**config.mk**
```make
export PLATFORM = sky130hd
export DESIGN_NAME = sstf_disk_scheduler_core
export DESIGN_NICKNAME = d
export VERILOG_FILES = /design/src/hdl/sstf_pkg.sv /design/src/hdl/sstf_front.sv /design/src/hdl/sstf_cmd_queue.sv /design/src/hdl/sstf_back.sv /design/src/hdl/sstf_disk_scheduler_core.sv
export SDC_FILE = /design/constraint.sdc
export NUM_CORES = 1
export LEC_CHECK = 0
export ABC_AREA = 1
export BUFFER_PORTS_ARGS = -buffer_cell sky130_fd_sc_hd__buf_4
export CORE_MARGIN = 1
export CORE_UTILIZATION = 30
export DETAILED_ROUTE_END_ITERATION = 10
export MAX_ROUTING_LAYER = met4
export PLACE_DENSITY_LB_ADDON = 0.15
export SYNTH_ARGS = -nofsm -noshare
export SYNTH_HDL_FRONTEND = slang
export SYNTH_HIERARCHICAL = 1
export SYNTH_SLANG_ARGS = --single-unit
```
**constraint.sdc**
```tcl
create_clock -name clock -period 5 [get_ports clock]
set_clock_uncertainty 0.05 [all_clocks]
set_input_delay 0.5 -clock clock [delete_from_list [all_inputs] [get_ports clock]]
set_output_delay 0.5 -clock clock [all_outputs]
set_load 0.02 [all_outputs]
```
**src/hdl/sstf_pkg.sv**
```systemverilog
// Shared types, constants and helpers of the SSTF disk scheduler.
`timescale 1ns / 1ps
package sstf_pkg;

   localparam int MaxRequests = 16;
   localparam int Cylinders   = 5000;
   localparam int SlotWidth   = $clog2(MaxRequests);
   localparam int CountWidth  = $clog2(MaxRequests + 1);
   localparam int CylWidth    = 13;
   localparam int SumWidth    = 17;
   localparam int CmdDepth    = 4;
   localparam int CmdPtrWidth = $clog2(CmdDepth);
   localparam int CmdCntWidth = $clog2(CmdDepth + 1);

   localparam logic [CylWidth-1:0]   CylMax   = CylWidth'(Cylinders - 1);
   localparam logic [SumWidth-1:0]   SumMax   = '1;
   localparam logic [CountWidth-1:0] CountMax = CountWidth'(MaxRequests);

   typedef struct packed {
      logic [CylWidth-1:0] cylinder;
      logic                last_request;
   } req_type;

   typedef struct packed {
      logic [CylWidth-1:0]  served_cylinder;
      logic [SlotWidth-1:0] request_index;
      logic [CylWidth-1:0]  seek_distance;
      logic [SumWidth-1:0]  total_movement;
      logic                 overflow;
      logic                 last_result;
   } rsp_type;

   // One classified request handed from the front end to the scheduler.
   typedef struct packed {
      logic [CylWidth-1:0]  cylinder;
      logic [SlotWidth-1:0] slot;
      logic                 keep;
      logic                 last;
      logic                 overflow;
   } cmd_type;

   function automatic logic [CylWidth-1:0] clamp_cyl(input logic [CylWidth-1:0] value);
      logic [CylWidth-1:0] result;
      result = (value > CylMax) ? CylMax : value;
      return result;
   endfunction

endpackage

```
**src/hdl/sstf_front.sv**
```systemverilog
// Front end: clamps each request, assigns its slot and flags batch overflow.
`timescale 1ns / 1ps
module sstf_front
   import sstf_pkg::*;
(
   input  logic    clock,
   input  logic    reset,
   input  logic    req_push,
   input  req_type req_data,
   output logic    req_full,
   output logic    cmd_push,
   output cmd_type cmd_data,
   input  logic    cmd_full
);

   logic [CountWidth-1:0] count_ff, count_in;
   logic                  drop_ff, drop_in;
   logic                  keep;

   assign req_full = cmd_full;
   assign cmd_push = req_push & ~cmd_full;
   assign keep     = (count_ff != CountMax);

   always_comb begin
      cmd_data.cylinder = clamp_cyl(req_data.cylinder);
      cmd_data.slot     = count_ff[SlotWidth-1:0];
      cmd_data.keep     = keep;
      cmd_data.last     = req_data.last_request;
      cmd_data.overflow = drop_ff | ~keep;
   end

   always_comb begin
      count_in = count_ff;
      drop_in  = drop_ff;
      if (cmd_push) begin
         if (req_data.last_request) begin
            // batch closes here: start counting afresh
            count_in = '0;
            drop_in  = 1'b0;
         end else begin
            count_in = count_ff + CountWidth'(keep);
            drop_in  = drop_ff | ~keep;
         end
      end
   end

   always_ff @(posedge clock) begin
      if (reset) begin
         count_ff <= '0;
         drop_ff  <= 1'b0;
      end else begin
         count_ff <= count_in;
         drop_ff  <= drop_in;
      end
   end

endmodule

```
**src/hdl/sstf_cmd_queue.sv**
```systemverilog
// Short queue of classified requests between the front end and the scheduler.
`timescale 1ns / 1ps
module sstf_cmd_queue
   import sstf_pkg::*;
(
   input  logic    clock,
   input  logic    reset,
   input  logic    push,
   input  cmd_type push_data,
   output logic    full,
   input  logic    pop,
   output cmd_type pop_data,
   output logic    empty
);

   cmd_type                mem_ff [CmdDepth];
   logic [CmdPtrWidth-1:0] wr_ptr_ff, rd_ptr_ff;
   logic [CmdCntWidth-1:0] count_ff;
   logic                   do_push, do_pop;

   assign full     = (count_ff == CmdCntWidth'(CmdDepth));
   assign empty    = (count_ff == '0);
   assign do_push  = push & ~full;
   assign do_pop   = pop & ~empty;
   assign pop_data = mem_ff[rd_ptr_ff];

   always_ff @(posedge clock) begin
      if (do_push) begin
         mem_ff[wr_ptr_ff] <= push_data;
      end
   end

   always_ff @(posedge clock) begin
      if (reset) begin
         wr_ptr_ff <= '0;
         rd_ptr_ff <= '0;
         count_ff  <= '0;
      end else begin
         if (do_push) begin
            wr_ptr_ff <= wr_ptr_ff + 1'b1;
         end
         if (do_pop) begin
            rd_ptr_ff <= rd_ptr_ff + 1'b1;
         end
         count_ff <= count_ff + CmdCntWidth'(do_push) - CmdCntWidth'(do_pop);
      end
   end

endmodule

```
**src/hdl/sstf_back.sv**
```systemverilog
// Scheduler: stores the batch, scans for the nearest request and queues results.
`timescale 1ns / 1ps
module sstf_back
   import sstf_pkg::*;
(
   input  logic                clock,
   input  logic                reset,
   input  logic [CylWidth-1:0] start_cylinder,
   input  cmd_type             cmd_data,
   input  logic                cmd_empty,
   output logic                cmd_pop,
   output rsp_type             rsp_data,
   output logic                rsp_empty,
   input  logic                rsp_pop
);

   typedef enum logic [1:0] {
      ST_LOAD,
      ST_SCAN,
      ST_EMIT
   } state_type;

   state_type             state_ff;
   logic [CylWidth-1:0]   store_ff [MaxRequests];
   logic [MaxRequests-1:0] served_ff;
   logic [CountWidth-1:0] cnt_ff;
   logic [SlotWidth-1:0]  scan_ff, step_ff, best_ff;
   logic [CylWidth-1:0]   head_ff, best_cyl_ff, best_dist_ff;
   logic [SumWidth-1:0]   sum_ff;
   logic                  found_ff, ovf_ff;

   rsp_type               oq_ff [2];
   logic                  oq_wr_ff, oq_rd_ff;
   logic [1:0]            oq_cnt_ff;

   logic [CylWidth-1:0]   cur_cyl, cur_seek;
   logic [SumWidth:0]     sum_wide;
   logic [SumWidth-1:0]   sum_sat;
   logic                  take, scan_done, batch_done, oq_full, emit_fire, oq_pop;
   rsp_type               result;

   assign cur_cyl    = store_ff[scan_ff];
   assign cur_seek   = (cur_cyl >= head_ff) ? (cur_cyl - head_ff) : (head_ff - cur_cyl);
   // strict compare keeps the lowest index on a tie
   assign take       = ~served_ff[scan_ff] & (~found_ff | (cur_seek < best_dist_ff));
   assign scan_done  = ({1'b0, scan_ff} == cnt_ff - 1'b1);
   assign batch_done = ({1'b0, step_ff} == cnt_ff - 1'b1);
   assign sum_wide   = {1'b0, sum_ff} + (SumWidth + 1)'(best_dist_ff);
   assign sum_sat    = sum_wide[SumWidth] ? SumMax : sum_wide[SumWidth-1:0];

   assign oq_full    = (oq_cnt_ff == 2'd2);
   assign rsp_empty  = (oq_cnt_ff == 2'd0);
   assign oq_pop     = rsp_pop & ~rsp_empty;
   assign emit_fire  = (state_ff == ST_EMIT) & ~oq_full;
   assign cmd_pop    = (state_ff == ST_LOAD) & ~cmd_empty;
   assign rsp_data   = oq_ff[oq_rd_ff];

   always_comb begin
      result.served_cylinder = best_cyl_ff;
      result.request_index   = best_ff;
      result.seek_distance   = best_dist_ff;
      result.total_movement  = sum_sat;
      result.overflow        = ovf_ff;
      result.last_result     = batch_done;
   end

   always_ff @(posedge clock) begin
      if (cmd_pop && cmd_data.keep) begin
         store_ff[cmd_data.slot] <= cmd_data.cylinder;
      end
   end

   always_ff @(posedge clock) begin
      if (emit_fire) begin
         oq_ff[oq_wr_ff] <= result;
      end
   end

   always_ff @(posedge clock) begin
      if (reset) begin
         oq_wr_ff  <= 1'b0;
         oq_rd_ff  <= 1'b0;
         oq_cnt_ff <= 2'd0;
      end else begin
         if (emit_fire) begin
            oq_wr_ff <= ~oq_wr_ff;
         end
         if (oq_pop) begin
            oq_rd_ff <= ~oq_rd_ff;
         end
         oq_cnt_ff <= oq_cnt_ff + 2'(emit_fire) - 2'(oq_pop);
      end
   end

   always_ff @(posedge clock) begin
      if (reset) begin
         state_ff     <= ST_LOAD;
         served_ff    <= '0;
         cnt_ff       <= '0;
         scan_ff      <= '0;
         step_ff      <= '0;
         best_ff      <= '0;
         head_ff      <= '0;
         best_cyl_ff  <= '0;
         best_dist_ff <= '0;
         sum_ff       <= '0;
         found_ff     <= 1'b0;
         ovf_ff       <= 1'b0;
      end else begin
         unique case (state_ff)
            ST_LOAD: begin
               if (cmd_pop && cmd_data.last) begin
                  cnt_ff    <= cmd_data.keep ? ({1'b0, cmd_data.slot} + 1'b1) : CountMax;
                  ovf_ff    <= cmd_data.overflow;
                  head_ff   <= clamp_cyl(start_cylinder);
                  sum_ff    <= '0;
                  served_ff <= '0;
                  step_ff   <= '0;
                  scan_ff   <= '0;
                  found_ff  <= 1'b0;
                  state_ff  <= ST_SCAN;
               end
            end
            ST_SCAN: begin
               if (take) begin
                  found_ff     <= 1'b1;
                  best_ff      <= scan_ff;
                  best_cyl_ff  <= cur_cyl;
                  best_dist_ff <= cur_seek;
               end
               scan_ff <= scan_ff + 1'b1;
               if (scan_done) begin
                  state_ff <= ST_EMIT;
               end
            end
            ST_EMIT: begin
               if (emit_fire) begin
                  head_ff            <= best_cyl_ff;
                  sum_ff             <= sum_sat;
                  scan_ff            <= '0;
                  found_ff           <= 1'b0;
                  step_ff            <= step_ff + 1'b1;
                  if (batch_done) begin
                     served_ff <= '0;
                     state_ff  <= ST_LOAD;
                  end else begin
                     served_ff[best_ff] <= 1'b1;
                     state_ff           <= ST_SCAN;
                  end
               end
            end
            default: begin
               state_ff <= ST_LOAD;
            end
         endcase
      end
   end

endmodule

```
**src/hdl/sstf_disk_scheduler_core.sv**
```systemverilog
// A request reaches the scheduler queue in the cycle after it is pushed.
// Requests of a batch load one per cycle while the scheduler is in its load state
// and the queue holds requests; after the last one, each of the n results is found
// by a scan of all n stored requests on the single store read port and an emit step.
// Reset is synchronous: queues empty, counters and flags clear, start cylinder 0;
// the request store holds no reset value and is read only where written.
`timescale 1ns / 1ps
module sstf_disk_scheduler_core
   import sstf_pkg::*;
(
   input  logic                clock,
   input  logic                reset,
   input  logic                req_push,
   input  req_type             req_data,
   output logic                req_full,
   output logic                rsp_empty,
   input  logic                rsp_pop,
   output rsp_type             rsp_data,
   input  logic                csr_wr_en,
   input  logic [CylWidth-1:0] csr_wr_data
);

   logic [CylWidth-1:0] start_cyl_ff;
   logic                fe_push, cq_full, cq_empty, cq_pop;
   cmd_type             fe_data, cq_data;

   always_ff @(posedge clock) begin
      if (reset) begin
         start_cyl_ff <= '0;
      end else if (csr_wr_en) begin
         start_cyl_ff <= csr_wr_data;
      end
   end

   sstf_front u_front (
      .clock    (clock),
      .reset    (reset),
      .req_push (req_push),
      .req_data (req_data),
      .req_full (req_full),
      .cmd_push (fe_push),
      .cmd_data (fe_data),
      .cmd_full (cq_full)
   );

   sstf_cmd_queue u_cmd_queue (
      .clock     (clock),
      .reset     (reset),
      .push      (fe_push),
      .push_data (fe_data),
      .full      (cq_full),
      .pop       (cq_pop),
      .pop_data  (cq_data),
      .empty     (cq_empty)
   );

   sstf_back u_back (
      .clock          (clock),
      .reset          (reset),
      .start_cylinder (start_cyl_ff),
      .cmd_data       (cq_data),
      .cmd_empty      (cq_empty),
      .cmd_pop        (cq_pop),
      .rsp_data       (rsp_data),
      .rsp_empty      (rsp_empty),
      .rsp_pop        (rsp_pop)
   );

`ifndef SYNTH
   a_served_in_range: assert property (@(posedge clock) disable iff (reset)
      !rsp_empty |-> (rsp_data.served_cylinder <= CylMax))
      else $error("served cylinder beyond range");

   a_total_covers_seek: assert property (@(posedge clock) disable iff (reset)
      !rsp_empty |-> (rsp_data.total_movement >= SumWidth'(rsp_data.seek_distance)))
      else $error("running total below step distance");

   a_reset_clears: assert property (@(posedge clock)
      reset |=> (rsp_empty && !req_full))
      else $error("queues not clear after reset");
`endif

endmodule
```
==> results.cfg <==
[routing]
vias = 17000
first_pass_iters = 8
drt_iter0_drc = 1066
final_antenna_net_count = 0
totalWireLength_um = 62100
wire_per_inst_um = 16.6
routed_via_density = 4.56
drc = 0

[global_routing]
overflow = 0
grt_pass1_vias = 17000
antenna_found_initial = 2
grt_max_degree = 50
track_usage_pct = 15.7
grt_pass1_wl_um = 97200

[sta]
fin_crit_ns = 4.58
worstMarginPinSlew_ns = 1.29
max_slew_margin_pct = 14.2
slew_viol_final = 0
fin_crit_sh_pct = 91.7
clock.fmax_mhz = 218
hold_viol_final = 0
finalSetupViolations = 0
rsz0062_at_grt = false

[layout]
drive_gt1_share_pct = 13.5
fin_cells = 3738
finish.instance_area_mm2 = 0.0283
synthToLayoutAreaGrowth_pct = 17.3
nNetsFinal = 2743
diodes = 0
multi_input_area_mm2 = 0.00803
n_fill_cell = 8059
regArea_mm2 = 0.0142

[place]
placed_area_mm2 = 0.0262
port_buffers = 82
gp_congestion = 0.919
post-place-cells = 3621
hpwl_um = 43600

[worst_setup_path]
crit_top_cell = nand2_1
cp-start-kind = register
worst-path-max-fanout = 48
endpoint_kind = register
cpPeakStageDelay_ns = 0.49
slowest_stage = dfxtp_4
worst-setup-path-type = reg2reg
crit_family = simple AND/OR/NAND/NOR gates
critPathBufInv = 4
cp.required_ns = 5.48
cp.arrival_ns = 5.06

[synth]
yosysSeqAreaShare_pct = 58.9
synth_edf_count = 386
ys_warn_count = 6
synthTopCellsByArea = edfxtp_1 (48%), dfxtp_1 (11%), nand2_1 (8.5%)
yosysMostFrequentCell = nand2_1
ys.flop_type = edfxtp_1
synth_top_area_share_pct = 48.1
syn-num-nets = 2624
yosys.area.top_type = edfxtp_1
synth_cells = 2519
synth_area_mm2 = 0.0241
yosysUniqueCellTypes = 45
synth_commonest_cells = nand2_1 (547), edfxtp_1 (386), inv_1 (365)
synth_seq_cells = 516
async_flop_share_pct = 0
syn_area_per_cell_um2 = 9.57

[clocking]
cts_buffers = 58
clkSinkCount = 516
cts_tree = done
clock-root-buffer = clkbuf_16
cts_buffer_depth = 3
clock_latency_ns = 0.65
htree_levels = 2
clkTransAtPathRegs_ns = 0.06

[hold_path]
min_path_type = in2reg

[floorplan]
die_w_um = 285
core-area_mm2 = 0.0793
num_rows = 103
dieArea_mm2 = 0.0815
initial_core_util_pct = 30.4
die-height_um = 285
io_pins = 83

[status]
status = finished, final reports clean

[pwr]
leakage_nw = 11.4
power_density_mw_per_mm2 = 563
ir_worst_vdd_v = 0.000307

[job]
drv_cap = 0
-- state kept, by name, indices dropped and copies added (netlist names), 2 cells and up, named ones only --
register               count
u_back/sum_ff             17
u_back/oq_ff              98
u_front/count_ff           5
u_cmd_queue/rd_ptr_ff      2
u_back/step_ff             4
u_back/best_cyl_ff        13
u_back/store_ff          208
u_back/served_ff          16
u_cmd_queue/count_ff       3
u_cmd_queue/wr_ptr_ff      2
u_back/state_ff            2
u_back/best_dist_ff       13
u_back/cnt_ff              5
u_cmd_queue/mem_ff        80
u_back/oq_cnt_ff           2
u_back/scan_ff             4
u_back/head_ff            13
start_cyl_ff              13
u_back/best_ff             4
-- cells in the final DEF (no fill, tap or decap), types with 49 or more instances in the layout --
cell	instances
mux2_2	49
inv_1	365
a21oi_1	136
nand3_1	172
ha_1	69
clkbuf_16	58
nor2_1	216
nand2_1	546
buf_4	146
edfxtp_1	386
o21ai_0	80
dfxtp_1	127
o211ai_1	62
-- power breakdown --
group / internal (mW) / switching, mW
Clock: 2.57 / 1.81
Sequential: 5.53 / 0.395
Combinational: 1.85 / 3.75
-- kinds of logic (layout without fill, tap and decap cells) --
family	Yosys count	after routing	share of synthesized area, %
buffers and inverters	487	655	8.08
DFF	516	516	58.9
adders and majority gates	73	73	3.91
and+or+nand+nor	1000	1001	17.3
AOI/OAI and AO/OA	367	367	8.59
muxes	49	49	2.29
xor gates and xnor gates	27	27	0.981
-- per-stage QoR --
step / utilization (%) / hold WS, ns / TNS (ns) / worst slack, ns / total power [mW]
after global routing: 35.7 / 0.0126 / 0 / 0.00984 / 17.1
after global placement: 33.1 / 0.383 / -0.331 / -0.0666 / 11.6
final: 35.7 / 0.0398 / 0 / 0.417 / 15.9
after CTS: 35.6 / 0.00646 / 0 / 0.121 / 16.1
after floorplan: - / 0.376 / 0 / 0.948 / 9.66
after detailed placement: 33.1 / 0.413 / -0.841 / -0.112 / 11.6
-- layout make-up --
class	instances	share of cell area, %
inverter	389	5.16
tap	1050	4.65
clock inverter	40	1.66
sequential	516	50.2
clock buffer	70	5.43
multi-input combinational	1517	28.4
timing repair buffer	156	4.49
-- worst paths after layout --
check	from	slack [ns]	to	cells past startpoint
setup / recovery	register	0.42	u_back/best_cyl_ff[11]	25
hold / removal	req_data[13]	0.04	u_cmd_queue/mem_ff[0][19]	1
setup reg to reg	register	0.42	u_back/best_cyl_ff[11]	25
hold reg to reg	u_back/best_cyl_ff[8]	0.41	u_back/oq_ff[1][44]	0
-- metal layers --
layer | GRT usage [%] | vias up | wire [µm] | share of wire, %
met2 | 25.5 | 293 | 29100 | 47
met5 | - | - | 0 | 0
met4 | 4.61 | 0 | 1500 | 2.4
met3 | 2.11 | 97 | 2440 | 3.9
met1 | 20.4 | 8031 | 29100 | 47
li1 | - | 8611 | - | -
-- repair_timing --
item | in CTS | in global routing
resized for setup | 1 | 4
endpoints found under the setup margin | 24 | 31
hold buffers | 1 | 0
setup buffers | 0 | 5
pin swaps | 0 | 1
endpoints found under the hold margin | 4 | 0
gates cloned | 0 | 1
Note: power is estimated with default switching activity, not from simulation.
